$ cat src/hdl/dfs_pkg.sv
`timescale 1ns / 1ps

package dfs_pkg;

  localparam int unsigned DFS_QUEUE_DEPTH = 4;

  localparam int unsigned CFG_INDEX_W = 3;
  localparam int unsigned CFG_DATA_W  = 16;

  localparam logic [CFG_INDEX_W-1:0] CFG_SEP_CHAR_0    = 3'd0;
  localparam logic [CFG_INDEX_W-1:0] CFG_SEP_CHAR_1    = 3'd1;
  localparam logic [CFG_INDEX_W-1:0] CFG_SEP_CHAR_2    = 3'd2;
  localparam logic [CFG_INDEX_W-1:0] CFG_SEP_CHAR_3    = 3'd3;
  localparam logic [CFG_INDEX_W-1:0] CFG_MAX_FIELDS    = 3'd4;
  localparam logic [CFG_INDEX_W-1:0] CFG_MAX_FIELD_LEN = 3'd5;
  localparam logic [CFG_INDEX_W-1:0] CFG_MAX_LINE_LEN  = 3'd6;

  localparam logic [7:0]  SEP_CHAR_RESET      = 8'd9;
  localparam logic [15:0] MAX_FIELDS_RESET    = 16'd0;
  localparam logic [11:0] MAX_FIELD_LEN_RESET = 12'd4095;
  localparam logic [15:0] MAX_LINE_LEN_RESET  = 16'd65535;
  localparam logic [15:0] FIELD_COUNT_MAX     = 16'hFFFF;

  typedef enum logic [1:0] {
    KIND_TOKEN_BYTE,
    KIND_FIELD_END,
    KIND_LINE_END
  } result_kind_t;

  typedef struct packed {
    logic [7:0] char_in;
    logic       line_end;
  } in_item_t;

  typedef struct packed {
    result_kind_t result_kind;
    logic [7:0]   token_byte;
    logic [15:0]  field_index;
    logic [11:0]  byte_position;
    logic         last_of_run;
  } out_item_t;

  // Work produced by the front for one input item: an optional field-end
  // result followed by an optional token-byte or line-end result.
  typedef struct packed {
    logic        has_close;
    logic [15:0] close_index;
    logic [11:0] close_len;
    logic        has_main;
    out_item_t   main;
  } cmd_t;

  typedef struct packed {
    logic [7:0]  sep_char_0;
    logic [7:0]  sep_char_1;
    logic [7:0]  sep_char_2;
    logic [7:0]  sep_char_3;
    logic [15:0] max_fields;
    logic [11:0] max_field_len;
    logic [15:0] max_line_len;
  } cfg_t;

endpackage

$ cat src/hdl/dfs_front.sv
`timescale 1ns / 1ps

module dfs_front (
  input  logic                          clk,
  input  logic                          rst,
  input  logic                          cfg_valid,
  input  logic [dfs_pkg::CFG_INDEX_W-1:0] cfg_index,
  input  logic [dfs_pkg::CFG_DATA_W-1:0]  cfg_data,
  input  logic                          accept,
  input  dfs_pkg::in_item_t             item,
  output logic                          cmd_wr,
  output dfs_pkg::cmd_t                 cmd
);
  import dfs_pkg::*;

  cfg_t        cfg;
  logic        in_token;
  logic [15:0] field_count;
  logic [11:0] field_pos;
  logic [15:0] line_pos;

  logic        in_token_next;
  logic [15:0] field_count_next;
  logic [11:0] field_pos_next;
  logic [15:0] line_pos_next;

  logic        is_sep;
  logic        blocked;
  logic [15:0] count_inc;
  logic [11:0] start_pos;

  always_ff @(posedge clk) begin
    if (rst) begin
      cfg.sep_char_0    <= SEP_CHAR_RESET;
      cfg.sep_char_1    <= SEP_CHAR_RESET;
      cfg.sep_char_2    <= SEP_CHAR_RESET;
      cfg.sep_char_3    <= SEP_CHAR_RESET;
      cfg.max_fields    <= MAX_FIELDS_RESET;
      cfg.max_field_len <= MAX_FIELD_LEN_RESET;
      cfg.max_line_len  <= MAX_LINE_LEN_RESET;
    end else if (cfg_valid) begin
      case (cfg_index)
        CFG_SEP_CHAR_0:    cfg.sep_char_0    <= cfg_data[7:0];
        CFG_SEP_CHAR_1:    cfg.sep_char_1    <= cfg_data[7:0];
        CFG_SEP_CHAR_2:    cfg.sep_char_2    <= cfg_data[7:0];
        CFG_SEP_CHAR_3:    cfg.sep_char_3    <= cfg_data[7:0];
        CFG_MAX_FIELDS:    cfg.max_fields    <= cfg_data;
        CFG_MAX_FIELD_LEN: cfg.max_field_len <= cfg_data[11:0];
        CFG_MAX_LINE_LEN:  cfg.max_line_len  <= cfg_data;
        default: begin
        end
      endcase
    end
  end

  always_ff @(posedge clk) begin
    if (rst) begin
      in_token    <= 1'b0;
      field_count <= '0;
      field_pos   <= '0;
      line_pos    <= '0;
    end else if (accept) begin
      in_token    <= in_token_next;
      field_count <= field_count_next;
      field_pos   <= field_pos_next;
      line_pos    <= line_pos_next;
    end
  end

  always_comb begin
    is_sep = (item.char_in == cfg.sep_char_0) || (item.char_in == cfg.sep_char_1) ||
             (item.char_in == cfg.sep_char_2) || (item.char_in == cfg.sep_char_3);
    blocked = (line_pos >= cfg.max_line_len) ||
              ((cfg.max_fields != '0) && (field_count >= cfg.max_fields));
    count_inc = (field_count == FIELD_COUNT_MAX) ? field_count : field_count + 16'd1;
    start_pos = in_token ? field_pos : '0;

    in_token_next    = in_token;
    field_count_next = field_count;
    field_pos_next   = field_pos;
    line_pos_next    = line_pos;

    cmd                    = '0;
    cmd.close_index        = field_count;
    cmd.close_len          = field_pos;
    cmd.main.field_index   = field_count;

    if (item.line_end) begin
      cmd.has_close          = in_token;
      cmd.has_main           = 1'b1;
      cmd.main.result_kind   = KIND_LINE_END;
      cmd.main.field_index   = in_token ? count_inc : field_count;
      cmd.main.last_of_run   = 1'b1;
      in_token_next    = 1'b0;
      field_count_next = '0;
      field_pos_next   = '0;
      line_pos_next    = '0;
    end else if (!blocked) begin
      line_pos_next = line_pos + 16'd1;
      if (is_sep) begin
        if (in_token) begin
          cmd.has_close    = 1'b1;
          in_token_next    = 1'b0;
          field_pos_next   = '0;
          field_count_next = count_inc;
        end
      end else begin
        in_token_next  = 1'b1;
        field_pos_next = start_pos;
        if (start_pos < cfg.max_field_len) begin
          cmd.has_main           = 1'b1;
          cmd.main.result_kind   = KIND_TOKEN_BYTE;
          cmd.main.token_byte    = item.char_in;
          cmd.main.byte_position = start_pos;
          field_pos_next         = start_pos + 12'd1;
        end
      end
    end

    cmd_wr = accept && (cmd.has_close || cmd.has_main);
  end

endmodule

$ cat src/hdl/dfs_queue.sv
`timescale 1ns / 1ps

module dfs_queue #(
  parameter int unsigned DEPTH = dfs_pkg::DFS_QUEUE_DEPTH
) (
  input  logic          clk,
  input  logic          rst,
  input  logic          wr,
  input  dfs_pkg::cmd_t wr_data,
  input  logic          rd,
  output dfs_pkg::cmd_t rd_data,
  output logic          full,
  output logic          not_empty
);
  import dfs_pkg::*;

  localparam int unsigned AW = (DEPTH > 1) ? $clog2(DEPTH) : 1;
  localparam int unsigned CW = $clog2(DEPTH + 1);
  localparam logic [AW-1:0] LAST = AW'(DEPTH - 1);
  localparam logic [CW-1:0] DEPTH_C = CW'(DEPTH);

  cmd_t          mem [DEPTH];
  logic [AW-1:0] wr_ptr;
  logic [AW-1:0] rd_ptr;
  logic [CW-1:0] count;

  always_ff @(posedge clk) begin
    if (wr) begin
      mem[wr_ptr] <= wr_data;
    end
  end

  always_ff @(posedge clk) begin
    if (rst) begin
      wr_ptr <= '0;
      rd_ptr <= '0;
      count  <= '0;
    end else begin
      if (wr) begin
        wr_ptr <= (wr_ptr == LAST) ? '0 : wr_ptr + AW'(1);
      end
      if (rd) begin
        rd_ptr <= (rd_ptr == LAST) ? '0 : rd_ptr + AW'(1);
      end
      case ({wr, rd})
        2'b10:   count <= count + CW'(1);
        2'b01:   count <= count - CW'(1);
        default: count <= count;
      endcase
    end
  end

  assign rd_data   = mem[rd_ptr];
  assign full      = (count == DEPTH_C);
  assign not_empty = (count != '0);

  a_count_bound: assert property (@(posedge clk) disable iff (rst) count <= DEPTH_C)
    else $error("queue count exceeds depth");
  a_no_overwrite: assert property (@(posedge clk) disable iff (rst) full && !rd |-> !wr)
    else $error("write into full queue");
  a_no_underrun: assert property (@(posedge clk) disable iff (rst) rd |-> not_empty)
    else $error("read from empty queue");
  a_count_up: assert property (@(posedge clk) disable iff (rst)
      wr && !rd |=> count == $past(count) + CW'(1))
    else $error("queue count did not follow a lone write");

endmodule

$ cat src/hdl/dfs_back.sv
`timescale 1ns / 1ps

module dfs_back (
  input  logic               clk,
  input  logic               rst,
  input  dfs_pkg::cmd_t      q_data,
  input  logic               q_not_empty,
  output logic               q_rd,
  input  logic               pop,
  output logic               empty,
  output dfs_pkg::out_item_t result
);
  import dfs_pkg::*;

  cmd_t cur;
  logic cur_valid;
  logic split;
  logic advance;

  // A command with both a field end and a second result takes two pops;
  // the first one only retires the field end.
  assign split   = cur.has_close && cur.has_main;
  assign advance = !cur_valid || (pop && !split);
  assign q_rd    = advance && q_not_empty;

  always_ff @(posedge clk) begin
    if (rst) begin
      cur_valid <= 1'b0;
    end else if (advance) begin
      cur_valid <= q_not_empty;
    end
  end

  always_ff @(posedge clk) begin
    if (advance) begin
      cur <= q_data;
    end else if (pop && cur_valid) begin
      cur.has_close <= 1'b0;
    end
  end

  always_comb begin
    if (cur.has_close) begin
      result               = '0;
      result.result_kind   = KIND_FIELD_END;
      result.field_index   = cur.close_index;
      result.byte_position = cur.close_len;
    end else begin
      result = cur.main;
    end
  end

  assign empty = !cur_valid;

  a_kind_last: assert property (@(posedge clk) disable iff (rst)
      !empty |-> (result.last_of_run == (result.result_kind == KIND_LINE_END)))
    else $error("last_of_run does not match a line end");
  a_split_holds: assert property (@(posedge clk) disable iff (rst)
      pop && !empty && split |=> !empty && !cur.has_close)
    else $error("second result of a split transaction lost");
  a_result_held: assert property (@(posedge clk) disable iff (rst)
      !empty && !pop |=> !empty && $stable(result))
    else $error("waiting result changed before it was popped");

endmodule

$ cat src/hdl/delimiter_field_splitter.sv
// An accepted input transaction is written into the command queue and then loaded into the
// result register before its first result shows on the result side.
// Throughput: one input transaction per cycle while the queue is not full; results leave at
// one per cycle while pop is held, so an item that makes a field end plus a second result
// takes two pops. A command queue (four entries by default) sits between the classifier
// and the result stage. Reset (rst, synchronous) restores the separator and limit registers
// to their defaults and clears the line state and the queue.
`timescale 1ns / 1ps

module delimiter_field_splitter #(
  parameter int unsigned QUEUE_DEPTH = dfs_pkg::DFS_QUEUE_DEPTH
) (
  input  logic                            clk,
  input  logic                            rst,
  input  logic                            cfg_valid,
  output logic                            cfg_ready,
  input  logic [dfs_pkg::CFG_INDEX_W-1:0] cfg_index,
  input  logic [dfs_pkg::CFG_DATA_W-1:0]  cfg_data,
  input  logic                            push,
  output logic                            full,
  input  dfs_pkg::in_item_t               item,
  output logic                            empty,
  input  logic                            pop,
  output dfs_pkg::out_item_t              result
);
  import dfs_pkg::*;

  logic accept;
  logic cmd_wr;
  cmd_t cmd;
  cmd_t q_data;
  logic q_rd;
  logic q_full;
  logic q_not_empty;

  assign cfg_ready = 1'b1;
  assign full      = q_full;
  assign accept    = push && !q_full;

  dfs_front u_front (
    .clk       (clk),
    .rst       (rst),
    .cfg_valid (cfg_valid),
    .cfg_index (cfg_index),
    .cfg_data  (cfg_data),
    .accept    (accept),
    .item      (item),
    .cmd_wr    (cmd_wr),
    .cmd       (cmd)
  );

  dfs_queue #(
    .DEPTH (QUEUE_DEPTH)
  ) u_queue (
    .clk       (clk),
    .rst       (rst),
    .wr        (cmd_wr),
    .wr_data   (cmd),
    .rd        (q_rd),
    .rd_data   (q_data),
    .full      (q_full),
    .not_empty (q_not_empty)
  );

  dfs_back u_back (
    .clk         (clk),
    .rst         (rst),
    .q_data      (q_data),
    .q_not_empty (q_not_empty),
    .q_rd        (q_rd),
    .pop         (pop),
    .empty       (empty),
    .result      (result)
  );

endmodule

$ cat config.mk
export PLATFORM = sky130hd
export DESIGN_NAME = delimiter_field_splitter
export DESIGN_NICKNAME = d
export VERILOG_FILES = /design/src/hdl/dfs_pkg.sv /design/src/hdl/dfs_front.sv /design/src/hdl/dfs_queue.sv /design/src/hdl/dfs_back.sv /design/src/hdl/delimiter_field_splitter.sv
export SDC_FILE = /design/constraint.sdc
export NUM_CORES = 1
export LEC_CHECK = 0
export BUFFER_PORTS_ARGS = -buffer_cell sky130_fd_sc_hd__buf_4
export CAP_MARGIN = 20
export CORE_MARGIN = 2
export CORE_UTILIZATION = 35
export DETAILED_ROUTE_END_ITERATION = 7
export PLACE_DENSITY = 0.53
export SLEW_MARGIN = 20
export SYNTH_ARGS = -nofsm -noshare
export SYNTH_HDL_FRONTEND = slang
export SYNTH_HIERARCHICAL = 1
export SYNTH_SLANG_ARGS = --single-unit
$ cat constraint.sdc
create_clock -name clk -period 6.8 [get_ports clk]
set_clock_uncertainty 0.05 [all_clocks]
set_input_delay 1.02 -clock clk [delete_from_list [all_inputs] [get_ports clk]]
set_output_delay 1.02 -clock clk [all_outputs]
set_load 0.02 [all_outputs]
==> results by group <==
Die
  – Initial cell density of the core: a little over a third
  – Chip width: 244 um
  – Core ar.: around 57000 sq um
  – Die area: roughly 60000 sq um
  – Io pins: 75
  – Num rows: 88
  – Die height: 244 um

Power
  – Int Pwr: 0.00596 W
  – Max VDD drop: a little under 0.2 mV
  – Comb power frac: 20.5%
  – Leak Pwr: 8.43 nW
  – Power per standard cell area: 354 nW/um^2
  – Switching power: approximately 0.0022 W
  – Seq pwr share: between 40 and 50%
  – Clock power share: between 30% and 40%
  – Net Sw Frac: 27.0%

CTS
  – Clock Sinks: between 400 and 500
  – Clock Path Buffers: 3
  – Postcts setup bufs: 0
  – Worst skew pair latency: 0.59 ns
  – Clock tree from TritonCTS: built
  – Resize count post-CTS: 0
  – Clock slew at reported path FFs: 0.06 ns
  – CTS buffer count: 51
  – CTS H-Tree Depth: 2
  – Hold_buf cts: 0
  – Clock Root Buffer: clkbuf_16

Synth
  – Ranking of synthesized cells by area: edfxtp_1, dfxtp_1, mux4_2
  – Syn Std Cell Area: 20200 sq um
  – Post-Syn Instances: 1488
  – Synth warnings: 6
  – Sequential fraction of the synthesis area: 64.2%
  – Area leader, netlist: edfxtp_1
  – Number of synthesized flops with an enable pin: 345
  – #FFs+latches synth: 476
  – Syn Nets: 1575
  – Asr flop ratio synth: 0%
  – Count leader, synth: edfxtp_1
  – Synth unique cells: 71
  – Top cell type's share of synthesized area: between 50% and 60%
  – Synth Flop Type: edfxtp_1
  – Commonest cells post-synth: edfxtp_1, nand2_1, dfxtp_1, a21oi_1, mux4_2
  – Mean Syn Cell Area: about 14 sq um

Routing
  – Starting DRC count in detailed routing: 770
  – Vias per cell: just over 5
  – Drt pass-1 iters: 5
  – Number of remaining DRC errors: 0
  – DR vias: 12000
  – DR WL/cell: 18.9 um
  – Remaining antenna violation count: 0
  – DRT Wirelength: 44700 um

Critical path
  – CP Capture Type: flop
  – Worst EP arrival: between 5 and 6 ns
  – Crit path required time: 7.06 ns
  – Critical path class: reg2reg
  – Type of origin of the critical path: flop
  – CP Max Fanout: 63

Cells and area
  – Final Cell Area: around 23000 sq um
  – Nets@finish: 1644
  – Area growth, synth to finish: 14.2%
  – Ant diodes: 0
  – Fin cells: 2364
  – Share of cells above drive strength 1: 17.1%

Hold path
  – Hold Crit Class: reg2reg

Timing
  – RSZ-0062 raised after global routing: false
  – Fin. Hold Viols: 0
  – Final hold slack: 0.418 ns
  – Final Worst Setup Slack: 1.74 ns
  – Final count of pins violating max slew: 0
  – Fmax: 198 MHz
  – Final setup TNS: 0 ns
  – Crit share post-route: 74.5%
  – Rel. slew slack: 30.0%
  – Worst-margin pin slew: 1.05 ns
  – Final Setup Violations: 0
  – Post-route minimum period: 5.06 ns

Outcome
  – Outcome: completed

Global routing
  – First-pass GRT wire length: slightly above 70000 um
  – Total GRT Usage: 15.1%
  – Gr ovfl total: 0
  – Largest net degree at the start of global routing: 101
  – Antenna violations before repair: 0
  – Vias in the first global route: between 10000 and 15000

Placed design
  – Pre-CTS setup slack: 1.71 ns
  – IO buf count: 73
  – Cell count after placement: approximately 2300
  – GPL Wtd Cong: 0.803
  – Dpl cell area: 21500 sq um
  – Post-DP HPWL: 28400 um

Job
  – Max-Cap Viols: 0
metal layers:
| metal | routed length, um | part of all wire (%) | vias to the layer above | global-route usage, % |
|---|---|---|---|---|
| li1 | - | - | 5667 | - |
| met1 | 21400 | 48 | 6016 | 21.7 |
| met2 | 20800 | 46 | 226 | 24.1 |
| met3 | 1740 | 3.9 | 59 | 2.43 |
| met4 | 773 | 1.7 | 0 | 3.77 |
| met5 | 0 | 0 | - | 0 |
final timing paths:
kind	from	end	slack, ns	depth (start not counted)
max	u_front/in_token$_SDFFE_PP0P_	u_queue/mem[3][15]$_DFFE_PP_	1.74	13
min	u_front/cfg[21]$_SDFFE_PP1P_	u_front/cfg[21]$_SDFFE_PP1P_	0.42	2
max reg2reg	u_front/in_token$_SDFFE_PP0P_	u_queue/mem[3][15]$_DFFE_PP_	1.74	13
min reg2reg	u_front/cfg[21]$_SDFFE_PP1P_	u_front/cfg[21]$_SDFFE_PP1P_	0.42	2
cell type report:
cell class	count	area, sq um
well taps	765	957
flip-flops and latches	476	13000
repair buffers	87	653
inverters	65	244
clock inverters	19	210
multi-input cells	876	6620
clock buffers	76	1430
fillers	5298	34300
kinds of logic after synthesis:
group | synth area share [%]
simple gates | 11.6
mux | 9.80
fa+ha+maj | 3.38
other cells | 0.0371
compound gates | 5.75
buf+inv | 3.21
flops | 64.2
xor+xnor | 1.99
critical path, stage by stage, from the launching register on:
cell	delay, ns
dfxtp_1	0.70
clkinv_1	0.43
nor2_1	0.19
ha_1	0.25
a211oi_1	0.22
nor2_1	0.10
a2111oi_0	0.37
o21ai_1	0.32
nor2_1	0.32
a21o_1	0.12
a21oi_1	0.07
nor2_1	0.39
and2_4	0.94
buf_4	0.28
sequential cells by signal (all words and copies together), names as in the netlist, named ones only:
name / count
u_back/cur: 69
u_front/field_count: 16
u_front/in_token: 1
u_queue/mem: 276
u_queue/rd_ptr: 2
u_queue/wr_ptr: 2
u_front/field_pos: 12
u_queue/count: 3
u_front/cfg: 76
u_back/cur_valid: 1
u_front/line_pos: 16
placed cells by master, fill, tap and decap left out, types with 16 or more instances in the layout:
cell,netlist,layout
ha_1,53,53
and2_1,32,28
a21oi_1,96,95
and3_1,20,20
o21ai_0,27,27
mux4_2,69,69
nand3_1,35,35
nor2b_1,16,16
dfxtp_1,131,129
xor2_1,36,36
nand3b_1,41,41
mux2_2,30,30
nand2_1,212,211
inv_1,64,64
nor2_1,50,49
edfxtp_1,345,345
clkbuf_16,0,52
clkbuf_1,34,20
buf_4,12,87
power groups by stage:
| stage | registers (W) | clock network, W | logic, W |
|---|---|---|---|
| 6_report | 0.00378 | 0.00272 | 0.00167 |
| 5_1_grt | 0.00383 | 0.00291 | 0.00181 |
| 4_1_cts | 0.00380 | 0.00279 | 0.00173 |
| 3_5_place_dp | 0.00385 | 0 | 0.00172 |
| 3_3_place_gp | 0.00384 | 0 | 0.00171 |
| 2_1_floorplan | 0.00376 | 0 | 0.00122 |
per-stage QoR:
step | util, % | power [W]
after floorplan | - | 0.00497
after detailed placement | 37.4 | 0.00557
after global placement | 37.4 | 0.00555
final | 40.3 | 0.00818
after CTS | 40.3 | 0.00832
after global routing | 40.3 | 0.00855
Power figures use the tool's default switching activity.
